File: src/sv/pffim_pkg.sv
// shared constants, types and arithmetic steps of the prime factor index map
`timescale 1ns / 1ps
package pffim_pkg;

  localparam int MAX_FACTORS = 4;
  localparam int INDEX_BITS  = 16;
  localparam int VAL_W       = 17;
  localparam int T_W         = VAL_W + 2;
  localparam int REG_IDX_W   = 3;
  localparam int CNT_W       = $clog2(VAL_W);
  // digit extraction: four quotient bits per stage
  localparam int DIV_STEPS   = 4;
  localparam int DIV_STAGES  = (INDEX_BITS / DIV_STEPS) * MAX_FACTORS;
  // modular multiply: three digit bits per stage
  localparam int MM_BITS     = 18;
  localparam int MM_STEPS    = 3;
  localparam int MM_STAGES   = MM_BITS / MM_STEPS;

  typedef enum logic [REG_IDX_W-1:0] {
    REG_SAMPLE_COUNT = 3'd0,
    REG_USED_FACTORS = 3'd1,
    REG_FACTOR_A     = 3'd2,
    REG_FACTOR_B     = 3'd3,
    REG_FACTOR_C     = 3'd4,
    REG_FACTOR_D     = 3'd5
  } cfg_reg_e;

  typedef enum logic [3:0] {
    ST_IDLE,
    ST_FACTOR,
    ST_DIV_S,
    ST_EUC_MOD,
    ST_EUC_LOOP,
    ST_EUC_DIV,
    ST_EUC_UPD,
    ST_MULMOD,
    ST_NEXT
  } seq_state_e;

  // per-factor constants handed from the setup unit to the datapath
  typedef struct packed {
    logic [VAL_W-1:0]                  n;
    logic [MAX_FACTORS-1:0]            use_f;
    logic [MAX_FACTORS-1:0][VAL_W-1:0] p;
    logic [MAX_FACTORS-1:0][VAL_W-1:0] m0;
    logic [MAX_FACTORS-1:0][VAL_W-1:0] m1;
  } pffim_consts_t;

  // item state through the digit stages
  typedef struct packed {
    logic                              mode;
    logic [INDEX_BITS-1:0]             num;
    logic [VAL_W-1:0]                  rem;
    logic [INDEX_BITS-1:0]             orig;
    logic [MAX_FACTORS-1:0][VAL_W-1:0] c;
  } pffim_dig_t;

  // item state through the modular multiply stages
  typedef struct packed {
    logic                                mode;
    logic [MAX_FACTORS-1:0][MM_BITS-1:0] c;
    logic [MAX_FACTORS-1:0][VAL_W-1:0]   r;
  } pffim_mm_t;

  // one restoring division step: {quotient bit, new remainder}
  function automatic logic [VAL_W:0] div_step(input logic [VAL_W-1:0] rem,
                                              input logic nb,
                                              input logic [VAL_W-1:0] den);
    logic [VAL_W:0] t;
    t = {rem, nb};
    if (t >= {1'b0, den}) begin
      div_step = {1'b1, VAL_W'(t - {1'b0, den})};
    end else begin
      div_step = {1'b0, t[VAL_W-1:0]};
    end
  endfunction

  // one msb-first double-and-add step of r * m mod n
  function automatic logic [VAL_W-1:0] mulmod_step(input logic [VAL_W-1:0] r,
                                                   input logic nb,
                                                   input logic [VAL_W-1:0] m,
                                                   input logic [VAL_W-1:0] n);
    logic [VAL_W+1:0] t;
    t = {1'b0, r, 1'b0} + (nb ? {2'b00, m} : '0);
    if (t >= {2'b00, n}) t = t - {2'b00, n};
    if (t >= {2'b00, n}) t = t - {2'b00, n};
    mulmod_step = t[VAL_W-1:0];
  endfunction

  // (a + b) mod n for a, b below n
  function automatic logic [VAL_W-1:0] addmod(input logic [VAL_W-1:0] a,
                                              input logic [VAL_W-1:0] b,
                                              input logic [VAL_W-1:0] n);
    logic [VAL_W:0] t;
    t = {1'b0, a} + {1'b0, b};
    if (t >= {1'b0, n}) t = t - {1'b0, n};
    addmod = t[VAL_W-1:0];
  endfunction

endpackage

File: src/sv/pffim_digit_stage.sv
// pipeline stage: four quotient bits of the mixed-radix digit extraction
`timescale 1ns / 1ps
module pffim_digit_stage import pffim_pkg::*; (
  input  logic             clk_i,
  input  logic             rst_ni,
  input  logic             en_i,
  input  logic             finish_i,
  input  logic [VAL_W-1:0] p_i,
  input  logic             use_i,
  input  logic             valid_i,
  input  pffim_dig_t       d_i,
  output logic             valid_o,
  output pffim_dig_t       d_o
);

  pffim_dig_t     d_d, d_q;
  logic           valid_q;
  logic [VAL_W:0] st;

  // restoring division steps, digit hand-off on the last stage of a factor
  always_comb begin
    d_d = d_i;
    st  = '0;
    for (int b = 0; b < DIV_STEPS; b++) begin
      st      = div_step(d_d.rem, d_d.num[INDEX_BITS-1], p_i);
      d_d.rem = st[VAL_W-1:0];
      d_d.num = {d_d.num[INDEX_BITS-2:0], st[VAL_W]};
    end
    if (finish_i) begin
      d_d.c    = {(use_i ? d_d.rem : '0), d_d.c[MAX_FACTORS-1:1]};
      d_d.num  = use_i ? d_d.num : d_d.orig;
      d_d.orig = d_d.num;
      d_d.rem  = '0;
    end
  end

  always_ff @(posedge clk_i or negedge rst_ni) begin
    if (!rst_ni) begin
      valid_q <= 1'b0;
    end else if (en_i) begin
      valid_q <= valid_i;
    end
  end

  always_ff @(posedge clk_i) begin
    if (en_i) d_q <= d_d;
  end

  assign valid_o = valid_q;
  assign d_o     = d_q;

endmodule

File: config.mk
export PLATFORM = sky130hd
export DESIGN_NAME = pffim_digit_stage
export DESIGN_NICKNAME = d
export VERILOG_FILES = /design/src/sv/pffim_pkg.sv /design/src/sv/pffim_digit_stage.sv
export SDC_FILE = /design/constraint.sdc
export NUM_CORES = 1
export LEC_CHECK = 0
export BUFFER_PORTS_ARGS = -buffer_cell sky130_fd_sc_hd__buf_2
export CORE_AREA = 2 2 153 155
export DETAILED_ROUTE_END_ITERATION = 8
export DIE_AREA = 0 0 155 157
export GPL_ROUTABILITY_DRIVEN = 0
export PLACE_DENSITY = 0.66
export REMOVE_ABC_BUFFERS = 1
export SETUP_SLACK_MARGIN = 0.3
export SLEW_MARGIN = 10
export SYNTH_ARGS = -nofsm -noshare
export SYNTH_HDL_FRONTEND = slang
export SYNTH_SLANG_ARGS = --single-unit
File: constraint.sdc
create_clock -name clk_i -period 0.9 [get_ports clk_i]
set_clock_uncertainty 0.15 [all_clocks]
set_input_delay 0.135 -clock clk_i [delete_from_list [all_inputs] [get_ports clk_i]]
set_output_delay 0.135 -clock clk_i [all_outputs]
set_load 0.1 [all_outputs]
==> results_tabular.tex, run 1 <==
\begin{tabular}{lr}
\hline
Metric & Value \\
\hline
\multicolumn{2}{l}{\textbf{Setup path}} \\
Category of the critical setup timing path & input pin to flip-flop \\
Capturing element type of the critical path & flip-flop \\
Largest fanout on the critical path & 8 \\
CP Data Required Time & 0.90 ns \\
Standard cell with the maximum stage delay on the critical path & mux2i\_1 \\
Arrival time of the worst setup path & 9.57 ns \\
Kind of launch point of the worst setup path & input pin \\
Reg-to-reg slack, setup & -0.21 ns \\
Start of the worst register-to-register path & valid\_o\$\_DFFE\_PN0P\_ \\
Cell repeated most along the worst path & buf\_6 \\
Number of cell instances on the worst register-to-register path & 2 \\
Critical register-to-register path endpoint & valid\_o\$\_DFFE\_PN0P\_ \\
Worst path max stage delay & 0.64 ns \\
\multicolumn{2}{l}{\textbf{Place}} \\
Half-perimeter wire length after placement & 23.91 mm \\
Total cell area at the placement stage & 14450 sq um \\
Pre-CTS setup slack & -8.515 ns \\
Buffers on Ports & 259 \\
\# placed instances & 1639 \\
\multicolumn{2}{l}{\textbf{Route}} \\
Average routed wire per standard cell & 26.99 microns \\
Number of detailed-routing iterations run before antenna repair & 6 \\
Count of antenna-violating nets left after detailed routing & 0 \\
Via Count & 11080 \\
Number of DRC violations after detailed routing & 0 \\
Iteration-0 DRC Markers & 1130 \\
Per-cell via count in the routed design & 6.150 \\
Sum of routed wire length over all layers & 48.63 mm \\
\multicolumn{2}{l}{\textbf{STA}} \\
Final critical-path setup slack & -8.669 ns \\
Period Utilization, post-route & 10.63 \\
Pin slew with the least headroom to its limit & 0.9559 ns \\
Worst slew slack as a fraction of its limit & 0.3581 \\
Number of slew-limit violations in the final report & 0 \\
Hold violation count in the final report & 101 \\
Worst hold margin & -0.2661 ns \\
Clock period minus final worst setup slack & 9.569 ns \\
RSZ-0062 raised after global routing & yes \\
Final count of negative-setup-slack endpoints & 186 \\
Achievable Freq & 0.1045 GHz \\
\multicolumn{2}{l}{\textbf{Power and ir drop}} \\
Maximum vdd ir drop & 3.481 mV \\
Post-route total power & 76.38 mW \\
Leakage component of the power & 8.298 nW \\
Power per standard cell area & 4245 nW/um\^{}2 \\
\multicolumn{2}{l}{\textbf{Global routing}} \\
Grt met3 use & 0.07021 \\
Grt met1 use & 0.3235 \\
Total overflow reported by the global router & 0 \\
Antenna violations before repair & 2 \\
First-pass GRT wire length & 58.39 mm \\
Met2 layer usage reported by global route & 0.5752 \\
Maximum number of pins on one net before global-route repair & 24 \\
Number of global-route vias before repair & 10720 \\
Global Route Usage Sum & 0.3122 \\
Busiest layer in global routing & met2 \\
\multicolumn{2}{l}{\textbf{Synth}} \\
Number of flops mapped to enable cells by yosys & 118 \\
Cell type contributing the most total cell area after synthesis & edfxtp\_1 \\
Fraction of post-synthesis cell area in the top cell type by area & 0.3972 \\
Top cells by area in the synthesized netlist & edfxtp\_1, mux2\_2, ha\_1, xnor2\_1, mux2i\_1 \\
Post-synth top flop & edfxtp\_1 \\
Post-Synthesis Cells & 842 \\
Mean instance size in the synthesized netlist & 10.60 sq um \\
Count of state elements after synthesis & 119 \\
Count of distinct cell types in the synthesized netlist & 64 \\
Share of synthesized area occupied by flip-flops and latches & 0.4000 \\
Yosys warning count & 0 \\
Async set-or-reset flop fraction in the synthesized netlist & 0.008403 \\
Mapped cell area & 8921 sq um \\
\multicolumn{2}{l}{\textbf{Cells and area}} \\
Net total in the final layout & 1716 \\
Highest-count cells in the layout ignoring fill and taps & buf\_4, buf\_12, buf\_2, edfxtp\_1, mux2\_4 \\
Leading cell type in the layout, fill and taps excluded & buf\_4 \\
Final Non-Filler Cells & 1802 \\
Design area & 17990 sq um \\
Area Growth Syn to Fin & 101.7\% \\
Fraction of final layout cells sized beyond drive strength 1 & 0.6220 \\
\multicolumn{2}{l}{\textbf{Floorplan}} \\
Starting Density & 0.3964 \\
Height of the die & 157 microns \\
Placeable core region & 22500 sq um \\
Die area & 24340 sq um \\
Standard-cell rows & 55 \\
Die X-Extent & 155 microns \\
I/O pins & 260 \\
\multicolumn{2}{l}{\textbf{Hold path}} \\
Endpoint of the worst hold-timing path & d\_o[117]\$\_DFFE\_PP\_ \\
Hold path startpoint & d\_i[117] \\
Min-Delay Path Class & input pin to flip-flop \\
Depth of the worst hold-timing path & 1 \\
\multicolumn{2}{l}{\textbf{Clocking}} \\
Clock edge transition at the registers on the reported setup and hold paths & 0.07 ns \\
Library cell used as clock root buffer & clkbuf\_16 \\
Maximum buffer depth of the clock tree & 2 \\
Clk sinks & 119 \\
TritonCTS clock tree & yes \\
Number of hold buffers added after cts & 1 \\
Clk\_lat worst skew & 0.42 ns \\
Total CTS buffers & 17 \\
Number of H-tree branching levels & 4 \\
\multicolumn{2}{l}{\textbf{Run status}} \\
Status & finished, violations left \\
Failing checks & hold timing, setup timing \\
\multicolumn{2}{l}{\textbf{Flow run}} \\
Maxcap violations & 0 \\
\hline
\end{tabular}
[how the worst max path moves through the flow]
stage               startpoint                end  slack (ns)  depth (start not counted)
floorplan             d_i[116]  d_o[62]$_DFFE_PP_       -8.88                         39
finish                  p_i[8]  d_o[57]$_DFFE_PP_       -8.67                         43
global route            p_i[8]  d_o[57]$_DFFE_PP_       -8.86                         43
global placement      d_i[116]  d_o[51]$_DFFE_PP_       -8.20                         43
detailed placement    d_i[116]  d_o[64]$_DFFE_PP_       -8.51                         43
CTS                   d_i[116]  d_o[51]$_DFFE_PP_       -6.89                         47
[cell usage after synthesis, types with 9 or more instances]
| master | n |
|---|---|
| mux2_2 | 98 |
| clkbuf_1 | 14 |
| nor2b_1 | 14 |
| o22ai_1 | 15 |
| inv_1 | 55 |
| xor2_1 | 24 |
| nor2_1 | 55 |
| mux2i_1 | 27 |
| a21oi_1 | 47 |
| xnor2_1 | 32 |
| nand2_1 | 52 |
| nor3_1 | 12 |
| a21o_1 | 22 |
| o21ai_0 | 39 |
| nand3_1 | 9 |
| nand2b_1 | 15 |
| ha_1 | 68 |
| edfxtp_1 | 118 |
[flip-flops by register name, indices dropped and copies added, names as in the netlist]
name     count
d_o        118
valid_o      1
[layer usage]
metal  wire length (microns)  vias up
li1                        -     4482
met1                   15440     5236
met2                   23740      956
met3                    4739      406
met4                    4691        2
met5                      19        -
[report_power, final]
group | leakage, nW | total [mW] | switching, mW | internal (mW)
Sequential | 1.16 | 8.90 | 1.00 | 7.90
Clock | 0.298 | 7.48 | 2.96 | 4.52
Combinational | 6.84 | 60.0 | 32.6 | 27.4
[worst max-delay path, delay by kind of cell]
family / cells / cell delay (ns)
adder cells (fa/ha/maj): 4 / 1.45
AO/OA/AOI/OAI: 17 / 3.38
AND/OR/NAND/NOR: 8 / 1.63
buffers and inverters: 11 / 1.70
multiplexers: 3 / 1.24
[area by class of cell]
| cell class | count | area [sq um] |
|---|---|---|
| repair buffers | 667 | 6959 |
| inverters | 56 | 216.5 |
| well taps | 285 | 356.6 |
| diodes | 1 | 2.502 |
| clock inverters | 14 | 187.7 |
| flip-flops and latches | 119 | 3568 |
| multi-input cells | 642 | 6264 |
| fillers | 1042 | 4509 |
| clock buffers | 18 | 439.2 |
[cells by family after synthesis]
kind of cell	synth area share
compound gates	0.1511
fa+ha+maj	0.1043
flops	0.4000
simple gates	0.09467
buf+inv	0.03759
xor+xnor	0.05498
mux	0.1574
[per-stage QoR]
step	TNS (ns)	hold WS (ns)	utilization
floorplan	-385.11	-0.3106	-
global placement	-364.60	-0.2407	0.6422
detailed placement	-376.22	-0.2367	0.6422
CTS	-316.22	-0.2838	0.7542
global route	-392.66	-0.2832	0.7996
finish	-381.76	-0.2661	0.7996
[timing repair]
action,4_1_cts,5_1_grt
setup buffers,73,39
gates cloned,17,0
resized for setup,198,159
endpoints found under the setup margin,270,294
hold endpoints to repair,108,103
pin swaps,50,47
(Power assumes the default switching activity.)
==> run 2, diff against run 1 <==
--- a/config.mk
+++ b/config.mk
@@ -6,11 +6,13 @@
 export NUM_CORES = 1
 export LEC_CHECK = 0
 export BUFFER_PORTS_ARGS = -buffer_cell sky130_fd_sc_hd__buf_2
-export CORE_AREA = 2 2 153 155
+export CELL_PAD_IN_SITES_DETAIL_PLACEMENT = 1
+export CELL_PAD_IN_SITES_GLOBAL_PLACEMENT = 1
+export CORE_AREA = 2 2 159 161
 export DETAILED_ROUTE_END_ITERATION = 8
-export DIE_AREA = 0 0 155 157
+export DIE_AREA = 0 0 161 163
 export GPL_ROUTABILITY_DRIVEN = 0
-export PLACE_DENSITY = 0.66
+export PLACE_DENSITY = 0.77
 export REMOVE_ABC_BUFFERS = 1
 export SETUP_SLACK_MARGIN = 0.3
 export SLEW_MARGIN = 10
==> results_tabular.tex, run 2 <==
\begin{tabular}{lr}
\hline
Metric & Value \\
\hline
\multicolumn{2}{l}{\textbf{Global routing}} \\
Global Route Usage Sum & 0.8071 \\
Maximum number of pins on one net before global-route repair & 25 \\
Total overflow reported by the global router & 210 \\
Antenna violations before repair & 8 \\
\multicolumn{2}{l}{\textbf{Floorplan}} \\
Standard-cell rows & 58 \\
I/O pins & 260 \\
Starting Density & 0.3616 \\
Die X-Extent & 161 microns \\
Height of the die & 163 microns \\
\multicolumn{2}{l}{\textbf{Run status}} \\
Status & did not finish \\
Log Error & [ERROR GRT-0232] Routing congestion too high. Check the congestion heatmap in the GUI. \\
Last stage reached & global routing \\
\multicolumn{2}{l}{\textbf{Synth}} \\
Commonest cells post-synth & edfxtp\_1, mux2\_2, ha\_1, inv\_1, nor2\_1 \\
Yosys warning count & 0 \\
Post-synth top flop & edfxtp\_1 \\
Mapped cell area & 8921 sq um \\
Post-Synthesis Cells & 842 \\
Async set-or-reset flop fraction in the synthesized netlist & 0.008403 \\
Count of distinct cell types in the synthesized netlist & 64 \\
Count leader, synth & edfxtp\_1 \\
Mean instance size in the synthesized netlist & 10.60 sq um \\
Fraction of post-synthesis cell area in the top cell type by area & 0.3972 \\
Top cells by area in the synthesized netlist & edfxtp\_1, mux2\_2, ha\_1, xnor2\_1, mux2i\_1 \\
Share of synthesized area occupied by flip-flops and latches & 0.4000 \\
Number of flops mapped to enable cells by yosys & 118 \\
Cell type contributing the most total cell area after synthesis & edfxtp\_1 \\
Count of state elements after synthesis & 119 \\
\multicolumn{2}{l}{\textbf{Clocking}} \\
Clk sinks & 119 \\
Total CTS buffers & 17 \\
Number of H-tree branching levels & 4 \\
Library cell used as clock root buffer & clkbuf\_16 \\
Maximum buffer depth of the clock tree & 2 \\
\multicolumn{2}{l}{\textbf{Place}} \\
Half-perimeter wire length after placement & 32.43 mm \\
\# placed instances & 1678 \\
Buffers on Ports & 259 \\
Total cell area at the placement stage & 14450 sq um \\
\multicolumn{2}{l}{\textbf{STA}} \\
Worst\_ep kind & register input \\
Worst\_ep grt & d\_o[65]\$\_DFFE\_PP\_/D \\
\hline
\end{tabular}
run 2: what timing repair did:
action | CTS
pin swaps | 65
hold endpoints to repair | 90
resized for setup | 290
hold buffers | 1
buffers inserted | 61
gates cloned | 18
setup endpoints to repair | 332
run 2: layer usage:
| layer | GRT overflow | track usage |
|---|---|---|
| met5 | 0 | 0.3788 |
| met4 | 92 | 0.8206 |
| met3 | 5 | 0.6771 |
| met2 | 112 | 0.9629 |
| met1 | 1 | 0.7919 |
run 2: logic make-up after synthesis:
group	after synthesis	synth area share
AO/OA/AOI/OAI	204	0.1511
XOR/XNOR	56	0.05498
adder cells (fa/ha/maj)	72	0.1043
buffers and inverters	83	0.03759
flip-flops	119	0.4000
multiplexers	127	0.1574
AND/OR/NAND/NOR	181	0.09467
run 2: stage by stage:
stage / setup WS, ns / TNS (ns) / hold WS, ns
after floorplan: -8.882 / -385.11 / -0.3106
after global placement: -8.075 / -359.08 / -0.2405
after detailed placement: -8.930 / -392.22 / -0.2305
after CTS: -7.294 / -333.25 / -0.2701
==> run 3, diff against run 2 <==
==> config.mk (replaced) <==
export PLATFORM = sky130hd
export DESIGN_NAME = pffim_digit_stage
export DESIGN_NICKNAME = d
export VERILOG_FILES = /design/src/sv/pffim_pkg.sv /design/src/sv/pffim_digit_stage.sv
export SDC_FILE = /design/constraint.sdc
export NUM_CORES = 1
export LEC_CHECK = 0
export BUFFER_PORTS_ARGS = -buffer_cell sky130_fd_sc_hd__buf_2
export CORE_AREA = 2 2 192 194
export DETAILED_ROUTE_END_ITERATION = 8
export DIE_AREA = 0 0 194 196
export GPL_ROUTABILITY_DRIVEN = 0
export PLACE_DENSITY_LB_ADDON = 0.15
export REMOVE_ABC_BUFFERS = 1
export SLEW_MARGIN = 10
export SYNTH_ARGS = -nofsm -noshare
export SYNTH_HDL_FRONTEND = slang
export SYNTH_SLANG_ARGS = --single-unit
==> constraint.sdc (replaced) <==
create_clock -name clk_i -period 1.2 [get_ports clk_i]
set_clock_uncertainty 0.15 [all_clocks]
set_input_delay 0.18 -clock clk_i [delete_from_list [all_inputs] [get_ports clk_i]]
set_output_delay 0.18 -clock clk_i [all_outputs]
set_load 0.1 [all_outputs]
==> results_tabular.tex, run 3 (synthesis results as in run 1) <==
\begin{tabular}{lr}
\hline
Metric & Value \\
\hline
\multicolumn{2}{l}{\textbf{Clocking}} \\
Maximum buffer depth of the clock tree & 2 \\
Clock edge transition at the registers on the reported setup and hold paths & 0.05 ns \\
Clk sinks & 119 \\
Library cell used as clock root buffer & clkbuf\_16 \\
TritonCTS clock tree & yes \\
Number of H-tree branching levels & 4 \\
Total CTS buffers & 17 \\
Clk\_lat worst skew & 0.41 ns \\
\multicolumn{2}{l}{\textbf{Place}} \\
Half-perimeter wire length after placement & 25.56 mm \\
Buffers on Ports & 259 \\
Pre-CTS setup slack & -8.329 ns \\
\multicolumn{2}{l}{\textbf{Power and ir drop}} \\
Internal power & 29.61 mW \\
Sw power & 22.49 mW \\
Power per standard cell area & 2867 nW/um\^{}2 \\
Clock network fraction of total power & 0.108 \\
Leakage component of the power & 7.942 nW \\
Post-route total power & 52.10 mW \\
Proportion of power drawn by flip-flops and latches & 0.127 \\
Maximum vdd ir drop & 1.502 mV \\
Relative contribution of combinational cells to total power & 0.765 \\
Proportion of total power due to net switching & 0.4316 \\
\multicolumn{2}{l}{\textbf{Global routing}} \\
Total overflow reported by the global router & 0 \\
Antenna violations before repair & 1 \\
Number of global-route vias before repair & 9401 \\
Global Route Usage Sum & 0.1719 \\
First-pass GRT wire length & 51.09 mm \\
Maximum number of pins on one net before global-route repair & 47 \\
\multicolumn{2}{l}{\textbf{STA}} \\
Worst hold margin & 0.07395 ns \\
Final count of negative-setup-slack endpoints & 161 \\
Hold violation count in the final report & 0 \\
Number of slew-limit violations in the final report & 0 \\
RSZ-0062 raised after global routing & yes \\
Achievable Freq & 0.1265 GHz \\
Worst slew slack as a fraction of its limit & 0.4951 \\
Period Utilization, post-route & 6.587 \\
Clock period minus final worst setup slack & 7.904 ns \\
Final critical-path setup slack & -6.704 ns \\
Pin slew with the least headroom to its limit & 0.7520 ns \\
\multicolumn{2}{l}{\textbf{Setup path}} \\
Category of the critical setup timing path & input pin to flip-flop \\
Capturing element type of the critical path & flip-flop \\
Worst path max stage delay & 0.42 ns \\
Kind of launch point of the worst setup path & input pin \\
Cell repeated most along the worst path & buf\_6 \\
CP Data Required Time & 1.21 ns \\
Arrival time of the worst setup path & 7.91 ns \\
Largest fanout on the critical path & 5 \\
Standard cell with the maximum stage delay on the critical path & a221o\_2 \\
\multicolumn{2}{l}{\textbf{Cells and area}} \\
Leading cell type in the layout, fill and taps excluded & buf\_4 \\
Flip-flop count of the largest register after layout & 118 \\
Total area of multi-input combinational cells & 6147 sq um \\
Sequential cell area & 3568 sq um \\
Number of antenna repair diodes & 0 \\
Net total in the final layout & 1762 \\
Post-Route Utilization & 0.5035 \\
Highest-count cells in the layout ignoring fill and taps & buf\_4, buf\_2, buf\_12, edfxtp\_1, dlygate4sd3\_1 \\
Filler Cells Inserted & 3234 \\
Fraction of final layout cells sized beyond drive strength 1 & 0.5845 \\
Area Growth Syn to Fin & 103.7\% \\
\multicolumn{2}{l}{\textbf{Route}} \\
Per-cell via count in the routed design & 4.494 \\
Sum of met3 wire segment lengths after detailed routing & 1.136 mm \\
Number of detailed-routing iterations run before antenna repair & 4 \\
Via Count & 9123 \\
Iteration-0 DRC Markers & 356 \\
Highest routing layer actually used & met5 \\
Average routed wire per standard cell & 16.38 microns \\
DR WL met2 & 16.47 mm \\
Count of antenna-violating nets left after detailed routing & 0 \\
Sum of routed wire length over all layers & 33.26 mm \\
Number of DRC violations after detailed routing & 0 \\
Metal1 wirelength & 15.08 mm \\
\multicolumn{2}{l}{\textbf{Floorplan}} \\
Placeable core region & 36080 sq um \\
Standard-cell rows & 70 \\
Die X-Extent & 194 microns \\
Height of the die & 196 microns \\
Starting Density & 0.2472 \\
Die area & 38020 sq um \\
I/O pins & 260 \\
\multicolumn{2}{l}{\textbf{Run status}} \\
Status & finished, violations left \\
Failing checks & setup timing \\
\multicolumn{2}{l}{\textbf{Flow run}} \\
Maxcap violations & 0 \\
\multicolumn{2}{l}{\textbf{Hold path}} \\
Min-Delay Path Class & input pin to flip-flop \\
\hline
\end{tabular}
[run 3: final timing paths]
check | startpoint | end | slack (ns) | cells after the start
worst max register to register | valid_o$_DFFE_PN0P_ | valid_o$_DFFE_PN0P_ | 0.27 | 1
worst min register to register | valid_o$_DFFE_PN0P_ | valid_o$_DFFE_PN0P_ | 0.43 | 1
worst min-delay path | en_i | d_o[22]$_DFFE_PP_ | 0.07 | 2
max in group asynchronous | rst_ni | valid_o$_DFFE_PN0P_ | 0.34 | 3
worst max-delay path | p_i[11] | d_o[63]$_DFFE_PP_ | -6.70 | 42
min in group asynchronous | rst_ni | valid_o$_DFFE_PN0P_ | 0.46 | 3
[run 3: routing by layer]
layer  vias up  global-route usage
li1       4569                   -
met1      4308              0.2178
met4         2             0.04489
met2       207              0.3042
met3        37             0.02699
met5         -                   0
[run 3: through the flow]
stage               TNS [ns]  std cells  instance area [sq um]
floorplan            -337.63        815                   8796
global placement     -330.09       1832                  14730
detailed placement   -337.50       1832                  14730
CTS                  -279.44       2020                  17790
global route         -290.02       2030                  18170
finish               -273.32       2030                  18170
[run 3: power groups by stage]
stage	logic (mW)	registers [mW]	clock network, mW
6_report	39.9	6.61	5.61
5_1_grt	42.6	6.68	5.95
4_1_cts	37.6	6.64	5.77
3_5_place_dp	32.6	6.72	0
3_3_place_gp	32.5	6.69	0
2_1_floorplan	12.0	11.7	0
[run 3: timing repair]
item	CTS	global route
setup buffers	55	14
hold endpoints to repair	99	0
hold buffers	101	0
endpoints found under the setup margin	161	161
pin swaps	60	40
resized for setup	190	73
gates cloned	5	0
[run 3: cell type report]
class	instances	share of cell area
Clock inverter	15	0.01246
Timing Repair Buffer	714	0.3853
Sequential cell	119	0.1964
Tap cell	468	0.03223
Inverter	56	0.01191
Clock buffer	17	0.02341
Multi-Input combinational cell	641	0.3383
[run 3: worst max-delay path: cells and delay by family]
kind | cells | cell delay (ns)
AOI/OAI and AO/OA | 21 | 3.52
muxes | 3 | 0.64
buffers and inverters | 7 | 1.01
and+or+nand+nor | 7 | 1.26
adders and majority gates | 4 | 1.28
==> run 4, diff against run 3 <==
--- a/config.mk
+++ b/config.mk
@@ -5,12 +5,11 @@
 export SDC_FILE = /design/constraint.sdc
 export NUM_CORES = 1
 export LEC_CHECK = 0
-export BUFFER_PORTS_ARGS = -buffer_cell sky130_fd_sc_hd__buf_2
+export BUFFER_PORTS_ARGS = -buffer_cell sky130_fd_sc_hd__clkbuf_2
 export CORE_AREA = 2 2 192 194
 export DETAILED_ROUTE_END_ITERATION = 8
 export DIE_AREA = 0 0 194 196
 export GPL_ROUTABILITY_DRIVEN = 0
-export PLACE_DENSITY_LB_ADDON = 0.15
 export REMOVE_ABC_BUFFERS = 1
 export SLEW_MARGIN = 10
 export SYNTH_ARGS = -nofsm -noshare
==> results_tabular.tex, run 4 (synthesis results as in run 1) <==
\begin{tabular}{lr}
\hline
Metric & Value \\
\hline
\multicolumn{2}{l}{\textbf{Run status}} \\
Status & finished, violations left \\
Failing checks & setup timing \\
\multicolumn{2}{l}{\textbf{Route}} \\
Number of DRC violations after detailed routing & 0 \\
Number of detailed-routing iterations run before antenna repair & 5 \\
Per-cell via count in the routed design & 4.595 \\
Average routed wire per standard cell & 16.57 microns \\
Iteration-0 DRC Markers & 502 \\
Sum of routed wire length over all layers & 33.81 mm \\
Via Count & 9379 \\
Count of antenna-violating nets left after detailed routing & 0 \\
\multicolumn{2}{l}{\textbf{STA}} \\
Worst slew slack as a fraction of its limit & 0.6995 \\
Pin slew with the least headroom to its limit & 0.4473 ns \\
Final critical-path setup slack & -6.943 ns \\
Number of slew-limit violations in the final report & 0 \\
Period Utilization, post-route & 6.786 \\
Final count of negative-setup-slack endpoints & 161 \\
Achievable Freq & 0.1228 GHz \\
RSZ-0062 raised after global routing & yes \\
Hold violation count in the final report & 0 \\
Final sum of negative setup slack & -282.76 ns \\
Clock period minus final worst setup slack & 8.143 ns \\
\multicolumn{2}{l}{\textbf{Power and ir drop}} \\
Post-route total power & 51.51 mW \\
Leakage component of the power & 7.944 nW \\
Maximum vdd ir drop & 1.566 mV \\
Power per standard cell area & 2877 nW/um\^{}2 \\
\multicolumn{2}{l}{\textbf{Cells and area}} \\
Flip-flop count of the largest register after layout & 118 \\
Fraction of final layout cells sized beyond drive strength 1 & 0.5709 \\
Number of antenna repair diodes & 0 \\
Net total in the final layout & 1773 \\
Filler Cells Inserted & 3116 \\
Total area of multi-input combinational cells & 5872 sq um \\
Leading cell type in the layout, fill and taps excluded & buf\_4 \\
Area Growth Syn to Fin & 100.7\% \\
Highest-count cells in the layout ignoring fill and taps & buf\_4, clkbuf\_2, buf\_12, edfxtp\_1, dlygate4sd3\_1 \\
Sequential cell area & 3568 sq um \\
\multicolumn{2}{l}{\textbf{Clocking}} \\
TritonCTS clock tree & yes \\
Clock edge transition at the registers on the reported setup and hold paths & 0.05 ns \\
Library cell used as clock root buffer & clkbuf\_16 \\
Clk\_lat worst skew & 0.41 ns \\
Number of H-tree branching levels & 4 \\
Maximum buffer depth of the clock tree & 2 \\
Clk sinks & 119 \\
Total CTS buffers & 17 \\
\multicolumn{2}{l}{\textbf{Setup path}} \\
Critical register-to-register path endpoint & valid\_o\$\_DFFE\_PN0P\_ \\
Category of the critical setup timing path & input pin to flip-flop \\
Arrival time of the worst setup path & 8.15 ns \\
CP Data Required Time & 1.21 ns \\
Number of cell instances on the worst register-to-register path & 1 \\
Worst path max stage delay & 0.43 ns \\
Standard cell with the maximum stage delay on the critical path & a221o\_2 \\
Kind of launch point of the worst setup path & input pin \\
Capturing element type of the critical path & flip-flop \\
Largest fanout on the critical path & 8 \\
Start of the worst register-to-register path & valid\_o\$\_DFFE\_PN0P\_ \\
Reg-to-reg slack, setup & 0.27 ns \\
\multicolumn{2}{l}{\textbf{Global routing}} \\
Number of global-route vias before repair & 9712 \\
Busiest layer in global routing & met2 \\
Grt met1 use & 0.1987 \\
Total overflow reported by the global router & 0 \\
Global Route Usage Sum & 0.1687 \\
Maximum number of pins on one net before global-route repair & 54 \\
Grt met3 use & 0.02218 \\
Met2 layer usage reported by global route & 0.3203 \\
First-pass GRT wire length & 50.87 mm \\
Antenna violations before repair & 0 \\
\multicolumn{2}{l}{\textbf{Hold path}} \\
Depth of the worst hold-timing path & 2 \\
Hold path startpoint & en\_i \\
Endpoint of the worst hold-timing path & d\_o[117]\$\_DFFE\_PP\_ \\
Min-Delay Path Class & input pin to flip-flop \\
\multicolumn{2}{l}{\textbf{Floorplan}} \\
Die X-Extent & 194 microns \\
Height of the die & 196 microns \\
I/O pins & 260 \\
Placeable core region & 36080 sq um \\
Standard-cell rows & 70 \\
Starting Density & 0.2472 \\
Die area & 38020 sq um \\
\multicolumn{2}{l}{\textbf{Place}} \\
Half-perimeter wire length after placement & 25.14 mm \\
Buffers on Ports & 259 \\
\multicolumn{2}{l}{\textbf{Flow run}} \\
Maxcap violations & 0 \\
\hline
\end{tabular}
## run 4: per-stage QoR
stage               utilization  hold WS, ns  area (sq um)  setup slack, ns  cells
floorplan                     -      -0.2656          8796           -8.627    815
global placement         0.4106      -0.1927         14820           -8.091   1840
detailed placement       0.4106      -0.1942         14820           -8.303   1840
CTS                      0.4834     0.003012         17440           -6.767   2032
global route             0.4961     0.006311         17900           -7.247   2041
finish                   0.4961      0.01728         17900           -6.943   2041
## run 4: what timing repair did
action                                  4_1_cts  5_1_grt
setup buffers                                62       18
hold buffers                                100        0
endpoints found under the setup margin      161      161
pin swaps                                    36       58
hold endpoints to repair                     98        0
gates cloned                                  1        1
resized for setup                           122       86
## run 4: final cells by class
cell class	instances	share of cell area
Inverter	56	0.01216
Multi-Input combinational cell	640	0.3280
Timing Repair Buffer	726	0.3954
Tap cell	468	0.03271
Clock buffer	17	0.02376
Sequential cell	119	0.1993
Clock inverter	15	0.008666
## run 4: metal layers
layer | wire [microns] | part of all wire
met1 | 14040 | 0.42
met2 | 17640 | 0.52
met3 | 1448 | 0.043
met4 | 682 | 0.020
met5 | 0 | 0
## run 4: critical path: cells and delay by family
kind | cells | cell delay (ns)
and+or+nand+nor | 5 | 0.81
AOI/OAI and AO/OA | 22 | 3.56
buffers and inverters | 11 | 1.30
adders and majority gates | 5 | 1.43
muxes | 3 | 0.85
## run 4: worst max path at each step
stage	start	to
2_1_floorplan	d_i[116]	d_o[62]$_DFFE_PP_
3_3_place_gp	d_i[116]	d_o[66]$_DFFE_PP_
3_5_place_dp	p_i[0]	d_o[63]$_DFFE_PP_
4_1_cts	d_i[116]	d_o[57]$_DFFE_PP_
5_1_grt	d_i[116]	d_o[55]$_DFFE_PP_
6_report	d_i[116]	d_o[55]$_DFFE_PP_
## run 4: power breakdown
part / internal [mW] / switching [mW]
clock: 3.05 / 1.89
combinational: 20.0 / 19.9
sequential: 5.95 / 0.692
